## src/hw/rtl/assert_macros.svh

```systemverilog
// assertion helpers shared by the rtl
`ifndef ASSERT_MACROS_SVH
`define ASSERT_MACROS_SVH
`ifndef SYNTHESIS
// checked on every rising edge outside reset
`define HPI_ASSERT(lbl, prop, msg) \
	lbl: assert property (@(posedge clk) disable iff (!arst_n) prop) else $error(msg);
// checked on every rising edge, reset included
`define HPI_ASSERT_ALWAYS(lbl, prop, msg) \
	lbl: assert property (@(posedge clk) prop) else $error(msg);
`else
`define HPI_ASSERT(lbl, prop, msg)
`define HPI_ASSERT_ALWAYS(lbl, prop, msg)
`endif
`endif

```

## src/hw/rtl/hpi_pkg.sv

```systemverilog
package hpi_pkg;

	localparam int OP_BITS    = 2;
	localparam int INDEX_BITS = 6;
	localparam int STEP_BITS  = 17;
	localparam int COUNT_BITS = 7;

	localparam logic [STEP_BITS-1:0] STEP_RESET = 17'd2048;

	localparam logic [OP_BITS-1:0] OP_TICK    = 2'd0;
	localparam logic [OP_BITS-1:0] OP_LOAD    = 2'd1;
	localparam logic [OP_BITS-1:0] OP_RESTART = 2'd2;
	localparam logic [OP_BITS-1:0] OP_NOP     = 2'd3;

	localparam logic REG_TIME_STEP   = 1'b0;
	localparam logic REG_POINT_COUNT = 1'b1;

	typedef enum logic [1:0] {
		KIND_TICK,
		KIND_LOAD,
		KIND_RESTART,
		KIND_NOP
	} kind_t;

	typedef enum logic [3:0] {
		ST_IDLE,
		ST_SQ,
		ST_RND2,
		ST_CUBE,
		ST_RND3,
		ST_COEF,
		ST_MAC,
		ST_DRAIN,
		ST_OUT
	} state_t;

endpackage

```

## src/hw/rtl/hpi_front.sv

```systemverilog
`include "assert_macros.svh"

module hpi_front #(
	parameter int MAX_POINTS = 64,
	parameter int COORD_BITS = 24
) (
	input  logic                                  clk,
	input  logic                                  arst_n,
	input  logic                                  in_valid,
	output logic                                  in_ready,
	input  logic [hpi_pkg::OP_BITS-1:0]           in_op,
	input  logic [hpi_pkg::INDEX_BITS-1:0]        in_index,
	input  logic [3*COORD_BITS-1:0]               in_coords,
	output logic                                  item_valid,
	input  logic                                  item_pop,
	output hpi_pkg::kind_t                        item_kind,
	output logic [hpi_pkg::INDEX_BITS-1:0]        item_index,
	output logic [3*COORD_BITS-1:0]               item_coords
);

	localparam int EW = 2 + hpi_pkg::INDEX_BITS + 3*COORD_BITS;

	hpi_pkg::kind_t kind;
	logic [EW-1:0]  entry_q [2];
	logic           wr_ptr_q;
	logic           rd_ptr_q;
	logic [1:0]     count_q;
	logic           push;
	logic [EW-1:0]  head;

	always_comb begin
		priority if (in_op == hpi_pkg::OP_TICK) begin
			kind = hpi_pkg::KIND_TICK;
		end else if (in_op == hpi_pkg::OP_LOAD) begin
			// slots past the table are dropped here
			kind = (32'(in_index) < MAX_POINTS) ? hpi_pkg::KIND_LOAD : hpi_pkg::KIND_NOP;
		end else if (in_op == hpi_pkg::OP_RESTART) begin
			kind = hpi_pkg::KIND_RESTART;
		end else begin
			kind = hpi_pkg::KIND_NOP;
		end
	end

	assign in_ready   = (count_q != 2'd2);
	assign push       = in_valid && in_ready;
	assign item_valid = (count_q != 2'd0);
	assign head       = entry_q[rd_ptr_q];
	assign item_kind  = hpi_pkg::kind_t'(head[EW-1 -: 2]);
	assign item_index = head[3*COORD_BITS +: hpi_pkg::INDEX_BITS];
	assign item_coords = head[3*COORD_BITS-1:0];

	always_ff @(posedge clk) begin
		if (push) begin
			entry_q[wr_ptr_q] <= {kind, in_index, in_coords};
		end
	end

	always_ff @(posedge clk or negedge arst_n) begin
		if (!arst_n) begin
			wr_ptr_q <= 1'b0;
			rd_ptr_q <= 1'b0;
			count_q  <= 2'd0;
		end else begin
			if (push) begin
				wr_ptr_q <= ~wr_ptr_q;
			end
			if (item_pop) begin
				rd_ptr_q <= ~rd_ptr_q;
			end
			unique case ({push, item_pop})
				2'b10:   count_q <= count_q + 2'd1;
				2'b01:   count_q <= count_q - 2'd1;
				default: count_q <= count_q;
			endcase
		end
	end

	`HPI_ASSERT(a_queue_bound, count_q != 2'd3, "queue count out of range")
	`HPI_ASSERT(a_pop_nonempty, item_pop |-> item_valid, "pop from empty queue")
	`HPI_ASSERT(a_push_fills, (push && !item_pop) |=> item_valid, "pushed transfer lost")

endmodule

```

## config.mk

```make
export PLATFORM = sky130hd
export DESIGN_NAME = hpi_front
export DESIGN_NICKNAME = d
export VERILOG_FILES = /design/src/hw/rtl/hpi_pkg.sv /design/src/hw/rtl/hpi_front.sv
export VERILOG_INCLUDE_DIRS = /design/src /design/src/hw/rtl
export SDC_FILE = /design/constraint.sdc
export NUM_CORES = 1
export LEC_CHECK = 0
export ABC_AREA = 1
export BUFFER_PORTS_ARGS = -buffer_cell sky130_fd_sc_hd__buf_2
export CAP_MARGIN = 20
export CORE_MARGIN = 2
export CORE_UTILIZATION = 30
export CTS_CLUSTER_SIZE = 40
export DETAILED_ROUTE_END_ITERATION = 10
export GPL_TIMING_DRIVEN = 0
export SETUP_SLACK_MARGIN = 0.15
export SYNTH_ARGS = -nofsm -noshare
export SYNTH_HDL_FRONTEND = slang
export SYNTH_SLANG_ARGS = --single-unit
```

## constraint.sdc

```tcl
create_clock -name clk -period 4.9 [get_ports clk]
set_input_delay 0.49 -clock clk [delete_from_list [all_inputs] [get_ports clk]]
set_output_delay 0.49 -clock clk [all_outputs]
set_load 0.02 [all_outputs]
```

Yosys cells after proc, flatten, opt, wreduce, memory -nomap -nowiden
Memory sizes are Yosys's and may differ from the RTL's.
Cells that the tools add are included.
{ "classes": {"addsub": 2, "n_eq_ne": 5, "n_mux": 6, "bitwise_logic": 2, "n_reduce_logical": 4} }
{ "op_table": {"columns": ["operator", "count"], "rows": [
  ["$eq A2 B1 Y1 const B", 2],
  ["$eq A2 B2 Y1 const B", 2],
  ["$mux W2", 2],
  ["$pmux W2 S2", 1],
  ["$reduce_bool A2 Y1", 2],
  ["$mux W1", 3],
  ["$add A2 B1 Y2 const B", 1],
  ["$logic_not A2 Y1", 1],
  ["$ne A2 B2 Y1 const B", 1],
  ["$not A1 Y1", 2],
  ["$sub A2 B1 Y2 const B", 1],
  ["$logic_and A1 B1 Y1", 1]
]} }
{ "word_totals": {"register_bits": 4, "ram_bits": 160, "in_bits": 84, "output_inout_bits": 82, "wordCells": 23, "n_memories": 1} }
{ "mem_list": {"columns": ["name", "depth", "word_bits", "rd", "rd_ports_with_merged_regs", "wr", "line_no", "source"], "rows": [
  ["entry_q", 2, 80, 1, 0, 1, "hpi_front.sv:24", "logic [EW-1:0] entry_q [2];"]
]} }

Depth between registers and ports, before layout
{ "depth": {"depth_word": 4, "mapped_depth": 9, "depth_no_buf": 9} }

Least setup slack after synthesis
No wires, ideal clock.
{ "synth_timing": {"path_kind": "reg2reg", "startpoint": "register count_q[0]", "endpoint": "memory entry_q[1][0] (netlist name) (enable)", "t_arrival_ns": 4.041, "required_ns": 4.380, "path_slack_ns": 0.339, "path_stages_with_launch": 5, "path_buffers": 0, "path_cell_list": "dfrtp_1 inv_1 nand2_2 nand2_1 nor2_1"} }
{ "synth_between": {"elab_chain_cells": 4} }
{ "synth_rtl": {"columns": ["item", "line_no", "source"], "rows": [
  ["start: declaration", "hpi_front.sv:27", "logic [1:0] count_q;"],
  ["start signal: assignment", "hpi_front.sv:71", "2'b10: count_q <= count_q + 2'd1;"],
  ["start signal: assignment", "hpi_front.sv:72", "2'b01: count_q <= count_q - 2'd1;"],
  ["start signal: assignment", "hpi_front.sv:73", "default: count_q <= count_q;"],
  ["$ne A2 B2 Y1", "hpi_front.sv:44", "assign in_ready = (count_q != 2'd2);"],
  ["named net in_ready", "hpi_front.sv:10", "output logic in_ready,"],
  ["$logic_and A1 B1 Y1", "hpi_front.sv:45", "assign push = in_valid && in_ready;"],
  ["$mux W1", "hpi_front.sv:53", "if (push) begin"],
  ["$mux W1 (not written as such)", "hpi_front.sv:54", "entry_q[wr_ptr_q] <= {kind, in_index, in_coords};"],
  ["end: declaration", "hpi_front.sv:24", null]
]} }
The timed path passes the listed nets, and every way through them passes these cells.

Worst setup path after layout
{ "layout_timing": {"startpoint": "register count_q[0]", "endpoint": "memory entry_q[0][3] (netlist name) (enable)"} }
{ "layout_between": {"elab_chain_cells": 4} }
{ "layout_rtl": {"columns": ["item", "line_no"], "rows": [
  ["$ne A2 B2 Y1", "hpi_front.sv:44"],
  ["$logic_and A1 B1 Y1", "hpi_front.sv:45"],
  ["$mux W1", "hpi_front.sv:53"],
  ["$mux W1 (not written as such)", "hpi_front.sv:54"]
]} }
No other way between the ends.

==> flow_summary_export.csv <==
group,metric,value,unit
grt,grt_first_pass_wirelength,19.8,mm
yosys,synth_fp_nets,530,
finish,num-nets-final,718,
setup_path,crit_slowest_cell,"nor2_4",
floorplanning,dieArea,21900,um^2
finish,diodes,0,
status,status,"completed",
flow_run,maxCapViolations,0,
power_and_ir_drop,ir_drop,0.000259,V
clocking,clk_root_buffer_cell,"clkbuf_16",
detailed_routing,dr.first_iter.drc_count,148,
clocking,ctsResizeCount,0,
detailed_routing,wire_per_inst,13.7,um
detailed_routing,routed_wl,12.6,mm
detailed_routing,antenna_left,0,
yosys,yosys.area.top_type,"edfxtp_1",
yosys,ys_seq_area_share,79.0,%
placement,gp_congestion,0.708,
yosys,yosys_warnings,0,
floorplanning,fp-row-count,52,
clocking,clock_latency,410,ps
power_and_ir_drop,power_leakage,3.43,nW
floorplanning,num_io_pins,166,
grt,antenna_found_initial,1,
finish,fillers,1939,
sta,tns,0,ps
yosys,synthCells,445,
yosys,syn_area_per_cell,14.0,um^2
sta,setup_ws,2690,ps
placement,postPlaceCellArea,7490,um^2
placement,port_buffers,163,
setup_path,worstPathRequired,5010,ps
sta,holdWs,260,ps
finish,final_common_cell,"buf_2",
floorplanning,dieWidth,148,um
grt,grt_pass1_vias,3900,
finish,utilization,40.1,%
detailed_routing,vias,3775,
placement,dpl.hpwl,8.68,mm
sta,rsz0062_at_grt,"no",
clocking,h-tree-depth,4,
clocking,cts_tree,"yes",
detailed_routing,drc,0,
worst_hold_path,hold_class,"input pin to flip-flop",
grt,grt_use_total,12.0,%
setup_path,cp_num_buf_inv,3,
setup_path,timing_worst_setup_path_type,"flip-flop to flip-flop",
finish,final_cell_mix,"buf_2 (163), edfxtp_1 (160), nand2_1 (86), inv_1 (85), o21ai_0 (63)",
grt,grt_max_degree,31,
sta,hold_violations,0,
setup_path,cp-end-kind,"flip-flop",
finish,drive_above_1_share,34.5,%
sta,finalCritPeriodShare,45.1,%
setup_path,worst_path_most_repeated_cell,"buf_12",
setup_path,cpPeakStageDelay,630,ps
floorplanning,start_util,30.6,%
finish,final_area,8130,um^2
finish,syn_to_final_growth,31.0,%
sta,fin_crit,2210,ps
setup_path,crit_chain,"inv_1 > nand2_2 > nand2_1 > nor2_4 > buf_12 > buf_12",
setup_path,arrival,2320,ps
clocking,cts_buffer_depth,2,
floorplanning,fp.dieH,148,um
finish,regArea,4900,um^2
sta,skew,8.74,ps
sta,worst_pin_slew,768,ps
sta,slew_headroom,48.7,%
floorplanning,core_area,20300,um^2
finish,multi_input_area,840,um^2
grt,overflow,0,
power_and_ir_drop,power.density,645,nW/um^2
setup_path,crit_fanout,30,
yosys,ys_seq_elements,164,
sta,drv_slew,0,
yosys,synth.distinct_cells,18,
yosys,synth_area,6210,um^2
setup_path,crit_family,"simple AND/OR/NAND/NOR gates",
sta,setup_viol,0,
detailed_routing,drt_first_pass_iters,4,
yosys,ys_top_cells_by_area,"edfxtp_1 (77%), nand2_1 (5.2%), inv_1 (5.1%), o21ai_0 (5.1%), buf_6 (1.8%)",
clocking,cts_sinks,164,
sta,fmax,453,MHz
yosys,yosys.area.top_type_share,77.4,%
setup_path,cp-start-kind,"flip-flop",
detailed_routing,viasPerCell,4.12,
clocking,cts.clk_slew.worst_paths,70,ps
placement,dp_slack,2580,ps
clocking,cts_buffers,17,
cells by family after synthesis:
group,synth area share (%)
AO/OA/AOI/OAI,7.13
XOR/XNOR,0.282
adder cells (fa/ha/maj),0.201
buffers and inverters,7.74
flip-flops,79.0
AND/OR/NAND/NOR,5.66
per-layer routing:
metal	routed length, um	up-vias	track usage, %
met5	7	-	0
li1	-	1875	-
met4	109	2	3.33
met2	6380	115	20.9
met3	977	12	4.88
met1	5090	1771	13.5
path summary, 6_finish.rpt:
check	startpoint	to	slack, ps	cells after the start
max	count_q[0]	entry_q[0][3]	2690	6
min	in_coords[46]	entry_q[0][46]	260	1
max reg2reg	count_q[0]	entry_q[0][3]	2690	6
min reg2reg	count_q[0]	count_q[0]	500	1
max in group asynchronous	arst_n	count_q[0]	4360	2
min in group asynchronous	arst_n	count_q[1]	410	2
state kept, by name (all words and copies together) (netlist names):
register / flops
wr_ptr_q: 1
entry_q: 160
count_q: 2
rd_ptr_q: 1
through the flow:
stage	std cells	total power, mW
2_1_floorplan	445	3.20
3_3_place_gp	878	3.89
3_5_place_dp	883	3.91
4_1_cts	916	5.36
5_1_grt	916	5.56
6_report	916	5.25
power breakdown:
part / leakage (nW) / internal, mW / total (mW) / switching (mW)
registers: 1.54 / 1.91 / 1.98 / 0.0687
clock network: 0.314 / 0.900 / 1.43 / 0.528
logic: 1.58 / 0.585 / 1.84 / 1.26
Yosys cell counts (all sizes together):
master / instances
dfrtp: 4
buf: 11
edfxtp: 160
nand2: 87
xnor2: 1
inv: 85
clkbuf: 9
xor2: 1
nand3: 1
a21oi: 1
o21ai: 80
ha: 1
nor2: 3
nand4: 1
area by class of cell:
cell class | instances | share of cell area (%)
multi-input combinational | 176 | 10.3
sequential | 164 | 60.3
buffer | 20 | 1.98
clock buffer | 17 | 5.23
timing repair buffer | 169 | 11.5
tap | 270 | 4.15
clock inverter | 15 | 2.61
inverter | 85 | 3.92
timing repair:
action                                  4_1_cts  5_1_grt
buffers inserted                              0        0
endpoints found under the hold margin         4        0
hold buffers                                  1        0
endpoints found under the setup margin        0        0
Power figures use the tool's default switching activity.
